`config.mk`:
```
export PLATFORM = sky130hd
export DESIGN_NAME = mf35_window
export DESIGN_NICKNAME = d
export VERILOG_FILES = /design/src/design/mf35_pkg.sv /design/src/design/mf35_window.sv
export SDC_FILE = /design/constraint.sdc
export NUM_CORES = 1
export LEC_CHECK = 0
export BUFFER_PORTS_ARGS = -buffer_cell sky130_fd_sc_hd__buf_4
export CAP_MARGIN = 20
export CELL_PAD_IN_SITES_DETAIL_PLACEMENT = 0
export CELL_PAD_IN_SITES_GLOBAL_PLACEMENT = 2
export CORE_UTILIZATION = 36
export CTS_BUF_LIST = sky130_fd_sc_hd__clkbuf_4 sky130_fd_sc_hd__clkbuf_8
export DETAILED_ROUTE_END_ITERATION = 10
export MAX_ROUTING_LAYER = met4
export PLACE_DENSITY_LB_ADDON = 0.25
export SETUP_SLACK_MARGIN = 0.1
export SLEW_MARGIN = 30
export SYNTH_ARGS = -nofsm -noshare
export SYNTH_HDL_FRONTEND = slang
export SYNTH_SLANG_ARGS = --single-unit
```
`constraint.sdc`:
```
create_clock -name clk -period 1.3 [get_ports clk]
set_input_delay 0 -clock clk [delete_from_list [all_inputs] [get_ports clk]]
set_output_delay 0 -clock clk [all_outputs]
set_load 0.01 [all_outputs]
```
`src/design/mf35_pkg.sv`:
```
// ----------------------------------------------------------------------------
// median filter package
// shared widths, window geometry, codes and payload types
// ----------------------------------------------------------------------------
package mf35_pkg;

  // pixel and window geometry
  localparam int PIX_BITS  = 8;
  localparam int WIN_COLS  = 5;
  localparam int WIN_ROWS  = 5;
  localparam int WIN_N     = WIN_COLS * WIN_ROWS;
  localparam int MED_RANK  = WIN_N / 2;
  localparam int RANK_BITS = $clog2(WIN_N);

  // 3x3 sub-window placement inside the 5x5 window
  localparam int SMALL_COL_LO = 2;
  localparam int SMALL_ROW_LO = 1;
  localparam int SMALL_ROW_HI = 3;
  // padding elements forced to the minimum in 3x3 mode, the rest go to maximum
  localparam int PAD_LOW_N    = 8;

  // column counter
  localparam int SEEN_BITS = 3;
  localparam int SEEN_MAX  = 5;
  localparam int FULL_3X3  = 3;
  localparam int FULL_5X5  = 5;

  // window mode codes
  localparam logic MODE_3X3 = 1'b0;
  localparam logic MODE_5X5 = 1'b1;

  // register interface
  localparam int   ADDR_BITS       = 3;
  localparam int   DATA_BITS       = 32;
  localparam logic REG_WINDOW_MODE = 1'b0;

  typedef logic [PIX_BITS-1:0]  pix_t;
  typedef pix_t [WIN_ROWS-1:0]  col_t;
  typedef col_t [WIN_COLS-1:0]  win_t;
  typedef logic [SEEN_BITS-1:0] seen_t;

  typedef struct packed {
    pix_t pixel_row0;
    pix_t pixel_row1;
    pix_t pixel_row2;
    pix_t pixel_row3;
    pix_t pixel_row4;
    logic row_start;
  } in_t;

  typedef struct packed {
    pix_t median_value;
    logic window_full;
  } out_t;

endpackage

```
`src/design/mf35_window.sv`:
```
// ----------------------------------------------------------------------------
// median filter window store
// five-column shift register, column counter and pipeline valid flag
// ----------------------------------------------------------------------------
module mf35_window (
  input  logic            clk,
  input  logic            rst,
  input  logic            take,
  input  mf35_pkg::in_t   item,
  input  logic            advance,
  output mf35_pkg::win_t  win,
  output mf35_pkg::seen_t seen,
  output logic            valid
);

  mf35_pkg::col_t  column;
  mf35_pkg::seen_t seen_next;

  // incoming column, row 0 at the top
  assign column = {item.pixel_row4, item.pixel_row3, item.pixel_row2,
                   item.pixel_row1, item.pixel_row0};

  // shift in the newest column on every accepted transaction
  always_ff @(posedge clk) begin
    if (take) begin
      win[mf35_pkg::WIN_COLS-2:0] <= win[mf35_pkg::WIN_COLS-1:1];
      win[mf35_pkg::WIN_COLS-1]   <= column;
    end
  end

  // columns since row start, saturating
  always_comb begin
    priority if (item.row_start) begin
      seen_next = mf35_pkg::seen_t'(1);
    end else if (seen < mf35_pkg::seen_t'(mf35_pkg::SEEN_MAX)) begin
      seen_next = seen + mf35_pkg::seen_t'(1);
    end else begin
      seen_next = seen;
    end
  end

  always_ff @(posedge clk) begin
    if (rst) begin
      seen <= '0;
    end else if (take) begin
      seen <= seen_next;
    end
  end

  // window stage holds a transaction until the result stage takes it
  always_ff @(posedge clk) begin
    if (rst) begin
      valid <= 1'b0;
    end else if (take) begin
      valid <= 1'b1;
    end else if (advance) begin
      valid <= 1'b0;
    end
  end

endmodule

```
==> results of run 1 <==
[flip-flops by register name, summed over array words and instances, names as in the netlist]
register / flops
seen: 3
valid: 1
win: 200
[Yosys cell counts]
| cell type | count |
|---|---|
| sky130_fd_sc_hd__a21o_1 | 1 |
| sky130_fd_sc_hd__a21oi_1 | 3 |
| sky130_fd_sc_hd__a32oi_1 | 1 |
| sky130_fd_sc_hd__dfxtp_1 | 4 |
| sky130_fd_sc_hd__edfxtp_1 | 200 |
| sky130_fd_sc_hd__ha_1 | 1 |
| sky130_fd_sc_hd__inv_1 | 1 |
| sky130_fd_sc_hd__nand2_1 | 1 |
| sky130_fd_sc_hd__nand2b_1 | 1 |
| sky130_fd_sc_hd__nand3b_1 | 1 |
| sky130_fd_sc_hd__nand4b_1 | 1 |
| sky130_fd_sc_hd__nor2_1 | 3 |
| sky130_fd_sc_hd__nor3_1 | 1 |
| sky130_fd_sc_hd__nor3_2 | 1 |
| sky130_fd_sc_hd__nor3b_2 | 1 |
[metal layers]
| metal | up-vias | GRT usage [%] |
|---|---|---|
| met5 | - | - |
| met4 | 0 | 6.38 |
| met3 | 36 | 6.13 |
| met2 | 178 | 23.2 |
| met1 | 1635 | 15.3 |
| li1 | 1591 | - |
[placed cells by master (no fill, tap or decap)]
cell and n:
sky130_fd_sc_hd__buf_4 254, sky130_fd_sc_hd__edfxtp_1 200, sky130_fd_sc_hd__dlygate4sd3_1 45, sky130_fd_sc_hd__clkbuf_8 40
sky130_fd_sc_hd__clkbuf_4 11, sky130_fd_sc_hd__clkinv_1 5, sky130_fd_sc_hd__buf_12 5, sky130_fd_sc_hd__nor2_1 3
sky130_fd_sc_hd__clkinv_2 3, sky130_fd_sc_hd__dfxtp_1 3, sky130_fd_sc_hd__a21oi_1 2, sky130_fd_sc_hd__a21o_1 1
sky130_fd_sc_hd__nand2_1 1, sky130_fd_sc_hd__nand2b_1 1, sky130_fd_sc_hd__a32oi_1 1, sky130_fd_sc_hd__nand3b_1 1
sky130_fd_sc_hd__nor3b_2 1, sky130_fd_sc_hd__nor3_1 1, sky130_fd_sc_hd__nand4b_1 1, sky130_fd_sc_hd__nor3_2 1
sky130_fd_sc_hd__inv_1 1, sky130_fd_sc_hd__a21oi_2 1, sky130_fd_sc_hd__ha_1 1, sky130_fd_sc_hd__bufinv_16 1
sky130_fd_sc_hd__clkinv_4 1, sky130_fd_sc_hd__buf_6 1, sky130_fd_sc_hd__dfxtp_2 1
[area by class of cell]
class / count / area share (%)
clock buffer: 50 / 6.42
clock inverter: 10 / 0.752
inverter: 1 / 0.0389
multi-input combinational: 16 / 1.17
sequential: 204 / 63.1
tap: 220 / 2.85
timing repair buffer: 306 / 25.7
[worst paths after layout]
check | end | slack [ps] | depth (start not counted)
setup / recovery | win[116]$_DFFE_PP_ | 140 | 2
hold / removal | win[193]$_DFFE_PP_ | -20 | 1
setup reg to reg | seen[1]$_SDFFE_PP0P_ | 280 | 3
hold reg to reg | win[146]$_DFFE_PP_ | 450 | 0
[kinds of logic (layout without fill, tap and decap cells)]
logic type               Yosys count  count (layout)
flip-flops                       204             204
AND/OR/NAND/NOR                   10              10
AO/OA/AOI/OAI                      5               5
adder cells (fa/ha/maj)            1               1
buffers and inverters              1             367
[metrics by stage]
| step | power, uW | area (sq um) | worst slack, ps | utilization, % |
|---|---|---|---|---|
| after floorplan | 8260 | 6200 | 299 | - |
| after global placement | 9200 | 8500 | 333 | 50.9 |
| after detailed placement | 9220 | 8500 | 288 | 50.9 |
| after CTS | 15000 | 9640 | 125 | 57.7 |
| after global routing | 15300 | 9650 | 102 | 57.8 |
| final | 14800 | 9650 | 139 | 57.8 |
[power breakdown]
| part | total [uW] | switching (uW) | leakage, uW | internal, uW |
|---|---|---|---|---|
| Combinational | 1240 | 552 | 0.00152 | 687 |
| Clock | 5600 | 2340 | 0.000369 | 3260 |
| Sequential | 7940 | 207 | 0.00199 | 7730 |
[repair_timing]
item	in CTS	in global routing
hold endpoints to repair	45	13
hold buffers	45	1
gates resized for setup	0	3
setup endpoints to repair	0	2
==> implementation parameters, run 1 <==
Parameter                              Value

CTS
  Clock latency at the later pin of the worst-skew pair    500 ps
  Clock tree from TritonCTS    done
  Clock tree sinks    204
  Root Driver    sky130_fd_sc_hd__clkbuf_8
  Clock-pin slew of the registers on the worst-case setup and hold paths    60 ps
  Total CTS buffers    35
  Number of setup buffers added after CTS    0
  Max Buffers Root-to-Sink    3
  Number of H-tree branching levels    2

Routing
  Remaining routing DRC violations    0
  Highest metal used    met4
  Number of iterations in the first detailed-routing pass    4
  Number of routed nets with antenna violations    0
  Number of design-rule violations left by the first detailed-router iteration    115
  Routed wire length per instance    15.7 um
  Met2 wire len    6350 um
  Detail Route met3 WL    1250 um
  Final WL    12700 um
  Routed length on met1    4760 um
  Vias/cell    4.26
  Via count    3440

Power and ir drop
  Power density over the cells    1530 nW/um^2
  Worst voltage drop across the vdd grid    0.000878 V
  Leakage power figure    0.00387 uW

Logic synthesis
  Netlist area before placement    6200 sq um
  Cell types with the largest area share after synthesis    sky130_fd_sc_hd__edfxtp_1 97%, sky130_fd_sc_hd__dfxtp_1 1.3%, sky130_fd_sc_hd__a21oi_1 0.24%
  Count of different cell masters after synthesis    15
  Combinational family with the most area after synthesis    simple AND/OR/NAND/NOR gates
  Synthesized instance count    221
  Adder-cell area share of the yosys netlist    0.202%
  Share of synthesized area spent on multiplexers    0%
  Leading area contributor after synthesis    sky130_fd_sc_hd__edfxtp_1
  Average cell area after synthesis    28.0 sq um
  Simple-gate area share of the yosys netlist    1.05%
  Flip-flop and latch count after synthesis    204
  Fraction of the yosys area taken by sequential cells    98.2%
  Area fraction in compound gates after synthesis    0.505%
  Ys Warns    0
  Net count after synthesis    267
  XOR/XNOR Fraction of Synth Area    0%
  Area share of the largest cell type after synthesis    96.9%

Setup path
  Worst Path Buf+Inv    2
  Crit Reg-Reg Startpoint    seen[0]$_SDFFE_PP0P_
  Series of cell instances along the critical path    clkbuf_8, dlygate4sd3_1
  Cell type group with the largest total delay on the critical path    buffers and inverters
  WP data arrival    1290 ps
  Kind of end point of the critical path    register
  Worst setup path class    input port to register
  Worst Path Required    1430 ps
  Maximum fanout along the worst path    34
  Kind of start point of the critical path    input port
  Slowest cell on crit path    sky130_fd_sc_hd__dlygate4sd3_1
  Slowest stage delay, CP    970 ps
  Critical Path Source    take

Final layout
  Flip-flop and latch area    6090 sq um
  Final cell count without fillers    807
  Synth-to-Final Area Change    55.7%
  Ant diodes    0
  Fill cell instance count of the final layout    1277
  Final nets    610
  Layout cells sized above 1    54.5%
  Area of the multi-input gates    113 sq um

STA
  Post-layout min period    1160 ps
  Max-slew headroom at the worst pin    62.7%
  Highest attainable clock frequency    861 MHz
  Final setup violating endpoints    0
  Aggregate negative setup slack    0 ps
  RSZ-0062 raised after global routing    no
  Slew at the pin closest to its max-slew limit    558 ps
  Worst clock skew    12.5 ps
  Fin. max-slew vios    0
  Final clock period utilization by the worst path    89.3%
  Final Hold Slack    -24.8 ps
  Final hold vios    13

Placed design
  I/O Buffers    248
  Dpl cells    702
  HPWL after detailed placement    8630 um
  Placer Congestion    0.696

Floorplanning
  Initial core utilization    37.1%
  Number of ports placed on the die boundary    249
  Core area    16700 sq um
  Overall die area    17700 sq um
  Floorplan die height    133 um
  DIE WIDTH    133 um
  Row cnt    47

Outcome
  Result of the run    finished, violations left
  Violations in the final reports    hold timing

Global routing
  First-pass GRT wire length    18600 um
  Vias in the first global route    3500
  Pin count of the biggest net entering global routing    35
  Global-route usage over all layers    14.3%
  Antenna violations before repair    0
  GRT overflow    0

Hold path
  Start point of the worst min-delay path    take
  Worst Hold Class    input port to register

Flow run
  Max-cap check violation count    0
Power figures use the tool's default switching activity.
==> run 2, diff against run 1 <==
--- a/config.mk
+++ b/config.mk
@@ -9,6 +9,7 @@
 export CAP_MARGIN = 20
 export CELL_PAD_IN_SITES_DETAIL_PLACEMENT = 0
 export CELL_PAD_IN_SITES_GLOBAL_PLACEMENT = 2
+export CORE_ASPECT_RATIO = 2
 export CORE_UTILIZATION = 36
 export CTS_BUF_LIST = sky130_fd_sc_hd__clkbuf_4 sky130_fd_sc_hd__clkbuf_8
 export DETAILED_ROUTE_END_ITERATION = 10
==> run 2 against run 1 <==
Net effect: the flow still finishes with violations (hold timing); non-clock buffer count decreased by 3; fmax grew 2.2%; first-iteration DRC count down 20%; cell area down 2.4%; die area grew 0.18%; core utilization shrank 1.6 points; worst hold slack worse by 4.3 ps; register-to-register slack got worse by 110 ps; combinational power barely moved; clock power shrank 17%; sequential cell count did not move; routed wire length is 5.4% higher; critical path type is now register to output port; largest cell class unchanged; highest routed layer unchanged.
==> implementation parameters, run 2 (synthesized netlist as in run 1, its figures left out) <==
Parameter                              Value

Outcome
  Result of the run    finished, violations left
  Violations in the final reports    hold timing

Final layout
  Commonest cells after routing, fill and taps aside    255 x sky130_fd_sc_hd__buf_4, 200 x sky130_fd_sc_hd__edfxtp_1, 43 x sky130_fd_sc_hd__dlygate4sd3_1
  Ant diodes    0 (unchanged)
  Largest registers ranked by flip-flop count    win: 200 flops, seen: 3 flops, valid: 1 flops
  Final cell count without fillers    781 (-3.2%)
  Largest register by flop count    win
  Layout cells sized above 1    52.8% (-1.7 points)
  Final nets    601 (-1.5%)
  Leading cell type in the layout, fill and taps excluded    sky130_fd_sc_hd__buf_4
  Core utilization of the finished layout    56.2% (-1.6 points)
  Number of flip-flops in the largest register    200 (unchanged)
  Synth-to-Final Area Change    52.0%

STA
  RSZ-0062 raised after global routing    no
  Post-layout min period    1140 ps (-24.7 ps)
  Aggregate negative setup slack    0 ps (unchanged)
  Max-slew headroom at the worst pin    70.7% (+8.0 points)
  Final Hold Slack    -29.2 ps (-4.34 ps)
  Worst clock skew    25.9 ps (+13.3 ps)
  Fin. max-slew vios    0 (unchanged)
  Highest attainable clock frequency    880 MHz (+2.2%)
  Final clock period utilization by the worst path    87.4% (-1.9 points)
  Slew at the pin closest to its max-slew limit    439 ps (-119 ps)
  Final setup violating endpoints    0 (unchanged)
  Final hold vios    10 (-3)

Floorplanning
  Initial core utilization    37.0% (-0.14 points)
  DIE WIDTH    94.8 um (-29%)
  Number of ports placed on the die boundary    249 (unchanged)
  Floorplan die height    188 um (+41%)
  Row cnt    67 (+43%)
  Core area    16800 sq um (+0.39%)
  Overall die area    17800 sq um (+0.18%)

Placed design
  HPWL after detailed placement    9320 um (+8.0%)
  I/O Buffers    248 (unchanged)
  Dpl cells    688 (-2.0%)
  Placer Congestion    0.779 (+12%)

Power and ir drop
  Worst voltage drop across the vdd grid    0.000921 V (+4.8%)
  Net switching component of the power    3030 uW (-2.3%)
  Leakage power figure    0.00376 uW (-2.9%)
  Cell Int Power    10800 uW (-7.4%)
  Relative contribution of combinational cells to total power    8.9% (+0.5 points)
  Relative contribution of sequential cells to total power    57.4% (+3.7 points)
  Switching power as a share of total power    21.9% (+0.90 points)
  Power density over the cells    1470 nW/um^2 (-4.0%)
  Clock network fraction of design power    33.7% (-4.2 points)

CTS
  Max Buffers Root-to-Sink    3 (unchanged)
  CTS hold repair buffers    43 (-4.4%)
  Clock latency at the later pin of the worst-skew pair    540 ps (+40 ps)
  Root Driver    sky130_fd_sc_hd__clkbuf_8
  Clock tree sinks    204 (unchanged)
  Clock tree from TritonCTS    done
  Number of H-tree branching levels    1 (-1)
  Total CTS buffers    29 (-17%)
  Clock-pin slew of the registers on the worst-case setup and hold paths    70 ps (about the same)

Flow run
  Max-cap check violation count    0 (unchanged)

Routing
  Remaining routing DRC violations    0 (unchanged)
  Vias/cell    4.42 (+3.6%)
  Number of iterations in the first detailed-routing pass    4 (unchanged)
  Routed wire length per instance    17.1 um (+8.9%)
  Final WL    13300 um (+5.4%)
  Number of routed nets with antenna violations    0 (unchanged)
  Via count    3449 (+0.26%)
  Number of design-rule violations left by the first detailed-router iteration    92 (-20%)

Setup path
  Crit Reg-Reg Startpoint    valid$_SDFFE_PP0P_
  Worst Path Buf+Inv    1 (-1)
  Kind of end point of the critical path    output port
  Cell type group with the largest total delay on the critical path    flip-flops
  Slowest stage delay, CP    430 ps (-540 ps)
  Series of cell instances along the critical path    buf_4
  Maximum fanout along the worst path    2 (-94%)
  Critical Path Source    win[92]$_DFFE_PP_
  Kind of start point of the critical path    register
  Worst setup path class    register to output port
  Slowest cell on crit path    sky130_fd_sc_hd__edfxtp_1
  WP data arrival    1140 ps (-150 ps)
  Worst Path Required    1300 ps (-130 ps)

Global routing
  Vias in the first global route    3595 (+2.7%)
  First-pass GRT wire length    19800 um (+6.3%)
  Antenna violations before repair    0 (unchanged)
  GRT overflow    0 (unchanged)
  Pin count of the biggest net entering global routing    49 (+40%)
  Global-route usage over all layers    15.4% (+1.1 points)

Hold path
  Worst Hold Class    input port to register
  Start point of the worst min-delay path    take
-- run 2: metrics by stage --
stage	setup WS, ps	total power (uW)	area (sq um)
final	164	13800	9420
after global routing	107	14400	9420
after CTS	108	14100	9410
after detailed placement	261	9220	8450
after global placement	284	9190	8450
after floorplan	299	8260	6200
-- run 2: layer usage --
metal	track usage [%]	vias to the layer above	share of wire, %
met5	-	-	0
met4	7.52	0	4.0
met3	3.57	33	7.2
met2	26.4	181	55
met1	16.2	1664	34
li1	-	1571	-
-- run 2: power groups by stage --
stage | Clock [uW] | Combinational [uW] | Sequential (uW)
2_1_floorplan | 0 | 16.5 | 8240
3_3_place_gp | 0 | 1130 | 8050
3_5_place_dp | 0 | 1140 | 8080
4_1_cts | 4860 | 1250 | 7950
5_1_grt | 5150 | 1310 | 7990
6_report | 4670 | 1230 | 7940
-- run 2: layout make-up --
class | instances | area [sq um]
fillers | 1372 | 7350
flip-flops and latches | 204 | 6090
repair buffers | 303 | 2430
clock buffers | 34 | 437
well taps | 207 | 259
multi-input cells | 16 | 113
clock inverters | 16 | 91.3
inverters | 1 | 3.75
-- run 2: path summary, 6_finish.rpt --
check / to / slack [ps] / depth (start not counted)
setup / recovery: win[92] / 160 / 1
hold / removal: win[184]$_DFFE_PP_ / -30 / 1
setup reg to reg: valid$_SDFFE_PP0P_ / 170 / 3
hold reg to reg: win[14]$_DFFE_PP_ / 440 / 0
-- run 2: repair_timing --
| action | CTS | global route |
|---|---|---|
| endpoints found under the hold margin | 76 | 13 |
| gates resized for setup | 0 | 3 |
| setup endpoints to repair | 0 | 3 |
| setup buffers | 0 | 0 |
